`config.mk`:
```
export PLATFORM = sky130hd
export DESIGN_NAME = kpi_lerp
export DESIGN_NICKNAME = d
export VERILOG_FILES = /design/src/rtl/kpi_pkg.sv /design/src/rtl/kpi_lerp.sv
export SDC_FILE = /design/constraint.sdc
export NUM_CORES = 1
export LEC_CHECK = 0
export CORE_MARGIN = 2
export CORE_UTILIZATION = 40
export DETAILED_ROUTE_END_ITERATION = 7
export DONT_BUFFER_PORTS = 1
export GPL_ROUTABILITY_DRIVEN = 0
export SYNTH_ARGS = -nofsm -noshare
export SYNTH_HDL_FRONTEND = slang
export SYNTH_SLANG_ARGS = --single-unit
```
`constraint.sdc`:
```
create_clock -name clk -period 7.5 [get_ports clk]
set_clock_uncertainty 0.1 [all_clocks]
set_input_delay 0.375 -clock clk [delete_from_list [all_inputs] [get_ports clk]]
set_output_delay 0.375 -clock clk [all_outputs]
set_load 0.005 [all_outputs]
```
`src/rtl/kpi_pkg.sv`:
```
`timescale 1ns / 1ps
package kpi_pkg;

  localparam int ANGLES = 5;

  localparam logic [2:0] OP_TICK   = 3'd0;
  localparam logic [2:0] OP_PUSH   = 3'd1;
  localparam logic [2:0] OP_REPEAT = 3'd2;
  localparam logic [2:0] OP_STOP   = 3'd3;
  localparam logic [2:0] OP_CLEAR  = 3'd4;

  typedef logic [ANGLES-1:0][15:0] pose_t;

  typedef struct packed {
    pose_t from_p;
    pose_t to_p;
    pose_t cur_p;
  } pose_word_t;

  typedef struct packed {
    pose_t       ang;
    logic [15:0] steps;
  } queue_word_t;

  typedef struct packed {
    logic [15:0] from_a;
    logic [15:0] to_a;
    logic [15:0] now;
    logic [15:0] total;
  } lerp_req_t;

endpackage

```
`src/rtl/kpi_lerp.sv`:
```
`timescale 1ns / 1ps
module kpi_lerp import kpi_pkg::*; (
  input  logic        clk,
  input  logic        rst,
  input  logic        start,
  input  lerp_req_t   req,
  output logic        done,
  output logic [15:0] result
);

  localparam logic [4:0] LAST_STEP = 5'd16;

  logic        busy;
  logic        in_div;
  logic [4:0]  cnt;
  logic        neg;
  logic [16:0] mag;
  logic [15:0] mult;
  logic [15:0] dvsr;
  logic [15:0] base;
  logic [15:0] rem;
  logic [16:0] dvd;
  logic [16:0] quo;

  logic signed [16:0] diff;
  logic [32:0]        prod;
  logic [16:0]        rem_sh;
  logic               ge;
  logic [16:0]        rem_sub;
  logic [15:0]        term;

  assign diff    = $signed({req.to_a[15], req.to_a}) - $signed({req.from_a[15], req.from_a});
  assign prod    = 33'(mag) * 33'(mult);
  assign rem_sh  = {rem, dvd[16]};
  assign ge      = rem_sh >= {1'b0, dvsr};
  assign rem_sub = rem_sh - {1'b0, dvsr};
  assign term    = neg ? (~quo[15:0] + 16'd1) : quo[15:0];
  assign result  = (dvsr == 16'd0) ? base : base + term;

  always_ff @(posedge clk) begin
    if (rst) begin
      busy   <= 1'b0;
      in_div <= 1'b0;
      done   <= 1'b0;
      cnt    <= '0;
    end else begin
      done <= 1'b0;
      if (start && !busy) begin
        busy   <= 1'b1;
        in_div <= 1'b0;
        neg    <= diff[16];
        mag    <= diff[16] ? 17'(-diff) : 17'(diff);
        mult   <= req.now;
        dvsr   <= req.total;
        base   <= req.from_a;
      end else if (busy) begin
        if (!in_div) begin
          // quotient fits 17 bits since now <= total
          rem    <= prod[32:17];
          dvd    <= prod[16:0];
          quo    <= '0;
          cnt    <= '0;
          in_div <= 1'b1;
        end else begin
          rem <= ge ? rem_sub[15:0] : rem_sh[15:0];
          dvd <= {dvd[15:0], 1'b0};
          quo <= {quo[15:0], ge};
          cnt <= cnt + 5'd1;
          if (cnt == LAST_STEP) begin
            busy <= 1'b0;
            done <= 1'b1;
          end
        end
      end
    end
  end

endmodule

```
==> results.py <==
metrics = {
    "run_status": {
        "status": "completed",
    },
    "worst_setup_path": {
        "crit_required_ns": 7.58,
        "rr_worst_depth": 20,
        "crit_path_max_incr_delay_ns": 0.90,
        "reg2reg_slack_ns": 0.50,
        "path_buf_inv": 3,
        "crit_path_start_kind": "register",
        "reg2reg_from": "mult[7]",
        "path_common_cell": "fa_1",
        "path_cells": "nand2_1 -> fa_1 -> inv_1 -> fa_1 -> fa_1 -> fa_1 -> fa_1 -> inv_1 -> fa_1 -> inv_1 -> ha_1 -> a21oi_1 -> o211ai_1 -> a221oi_1 -> nand3_1 -> o21ai_1 -> o211ai_1 -> a21oi_1 -> xor2_1 -> o21ai_1",
        "arrival_ns": 7.08,
        "r2r_end": "rem[12]",
        "critPathKind": "register to register",
        "endpoint_kind": "register",
        "crit_family": "adder cells",
        "cp_slowest_cell": "edfxtp_1",
        "path_max_fanout": 17,
    },
    "yosys": {
        "async_flop_share": 0,
        "synth_edf_count": 115,
        "synth_top_area_cell": "fa_1",
        "ys_types": 71,
        "avgSynthCellArea_um2": 9.43,
        "syn_area_mm2": 0.0163,
        "synthFlopType": "edfxtp_1",
        "synthTopCellsByArea": "fa_1, edfxtp_1, ha_1",
        "netlist_top_cells_count": "inv_1, fa_1, nand2_1",
        "ys_seq_elements": 123,
        "ys_seq_area_frac": 0.222,
        "synth.most_common_cell": "inv_1",
        "synthCells": 1726,
        "synth_top_area_share": 0.260,
        "syn-num-nets": 2160,
        "yosysWarningCount": 0,
    },
    "finish": {
        "drive_gt1_frac": 0.0414,
        "syn2layout_area_growth_pct": 9.99,
        "final_nets": 2184,
        "diodes": 0,
    },
    "detailed_routing": {
        "routedWlPerCell_um": 17.1,
        "ant_nets": 0,
        "wl_mm": 39.0,
        "vias": 11900,
        "drc": 0,
        "initialDrtViolationCount": 659,
        "routed_via_density": 5.21,
        "drt_first_pass_iters": 5,
    },
    "hold_path": {
        "hp-class": "input port to register",
        "hp-start": "start",
        "hold-path-cell-count": 3,
        "hold_end": "in_div",
    },
    "place": {
        "io_buffers": 0,
        "dp.final_hpwl_mm": 30.3,
    },
    "floorplanning": {
        "row_count": 73,
        "boundaryPins": 84,
        "die_h_um": 206,
        "core_mm2": 0.0399,
        "die_area_mm2": 0.0423,
        "initial_core_util": 0.408,
        "die_x_um": 206,
    },
    "grt": {
        "grt_overflow": 0,
        "grt_pass1_wl_mm": 63.8,
        "grt_use_met1": 0.234,
        "gr-usage-met2": 0.351,
        "busiest_layer": "met2",
        "track_usage": 0.196,
        "grt_max_degree": 69,
        "grt_pass1_vias": 12500,
        "use_met3": 0.0448,
        "antenna_found_initial": 0,
    },
    "clock_network": {
        "cts_sinks": 123,
        "root_buffer": "clkbuf_16",
        "tritoncts": "yes",
        "cts_buffers": 17,
        "clk_pin_slew_ns": 0.07,
        "cts_buffer_depth": 2,
        "cts.htree.levels": 4,
        "clkLatencyLatePin_ns": 0.46,
    },
    "sta": {
        "hold_viol": 0,
        "setup_viol": 0,
        "period_share": 0.933,
        "max_slew.worst_pin.slew_ns": 1.06,
        "grt_setup_unrepaired": "false",
        "fin_tns_setup_ns": 0,
        "slew_viol_final": 0,
        "fmax_mhz": 143,
        "max-slew-margin-rel": 0.296,
        "period_needed_ns": 7.00,
    },
    "flow_run": {
        "drv_cap": 0,
    },
}
==> metrics by stage <==
stage	cells	util	setup slack [ns]	cell area [um2]	hold WS, ns
finish	2288	0.448	0.500	17900	0.0726
global route	2288	0.448	0.208	17900	0.0572
CTS	2288	0.448	0.625	17900	0.0477
detailed placement	2207	0.421	0.651	16800	0.346
global placement	2207	0.421	0.727	16800	0.344
floorplan	1726	-	1.38	16300	0.353
==> flip-flops by register name (all words and copies together) (netlist names) <==
name / count
dvd: 17
mag: 17
base: 16
dvsr: 16
mult: 16
quo: 16
rem: 16
cnt: 5
busy: 1
done: 1
in_div: 1
neg: 1
==> per-layer routing <==
layer | routed length, um | vias to the layer above
met2 | 20100 | 303
met3 | 2130 | 57
li1 | - | 5641
met1 | 16000 | 5930
met5 | 0 | -
met4 | 803 | 0
==> cell type report <==
class	instances	area [um2]
Clock inverter	15	181
Fill cell	3741	22000
Multi-Input combinational cell	1250	11300
Tap cell	525	657
Inverter	300	1130
Timing Repair Buffer	58	558
Clock buffer	17	425
Sequential cell	123	3610
==> worst min-delay path, cell delays in order <==
cell	delay, ns
inv_1	0.07
a21oi_1	0.07
nor2_1	0.07
==> logic make-up (layout without fill, tap and decap cells) <==
group,after synthesis,count (layout),synth area share
AO/OA/AOI/OAI,242,242,0.0959
XOR/XNOR,83,83,0.0458
AND/OR/NAND/NOR,537,537,0.161
multiplexers,21,21,0.0138
adder cells (fa/ha/maj),367,367,0.379
flip-flops,123,123,0.222
buffers and inverters,353,390,0.0816
==> worst max path at each step <==
| stage | cells after the start | to | slack, ns | from |
|---|---|---|---|---|
| after global routing | 22 | rem[12] | 0.21 | mult[7] |
| after CTS | 22 | rem[12] | 0.63 | mult[7] |
| after detailed placement | 22 | rem[12] | 0.65 | mult[7] |
| after global placement | 22 | rem[14] | 0.73 | mult[7] |
| after floorplan | 23 | rem[14] | 1.38 | mult[7] |
| final | 20 | rem[12] | 0.50 | mult[7] |
==> timing repair <==
| action | in CTS | in global routing |
|---|---|---|
| resized for setup | 0 | 0 |
| hold endpoints to repair | 54 | 0 |
| endpoints found under the setup margin | 0 | 0 |
| setup buffers | 0 | 0 |
| hold buffers | 49 | 0 |
==> placed cells by master, fill, tap and decap left out, types with 22 or more instances in the layout <==
| cell type | instances |
|---|---|
| ha_1 | 156 |
| dlygate4sd3_1 | 49 |
| a21oi_1 | 65 |
| and2_1 | 139 |
| inv_1 | 298 |
| xnor2_1 | 53 |
| fa_1 | 211 |
| nand3_1 | 22 |
| o21ai_0 | 51 |
| xor2_1 | 29 |
| nor2_1 | 77 |
| edfxtp_1 | 115 |
| nand2_1 | 210 |
Power is not shown: default switching activity piles up to over one toggle a cycle in this logic, so the estimate is an artifact.
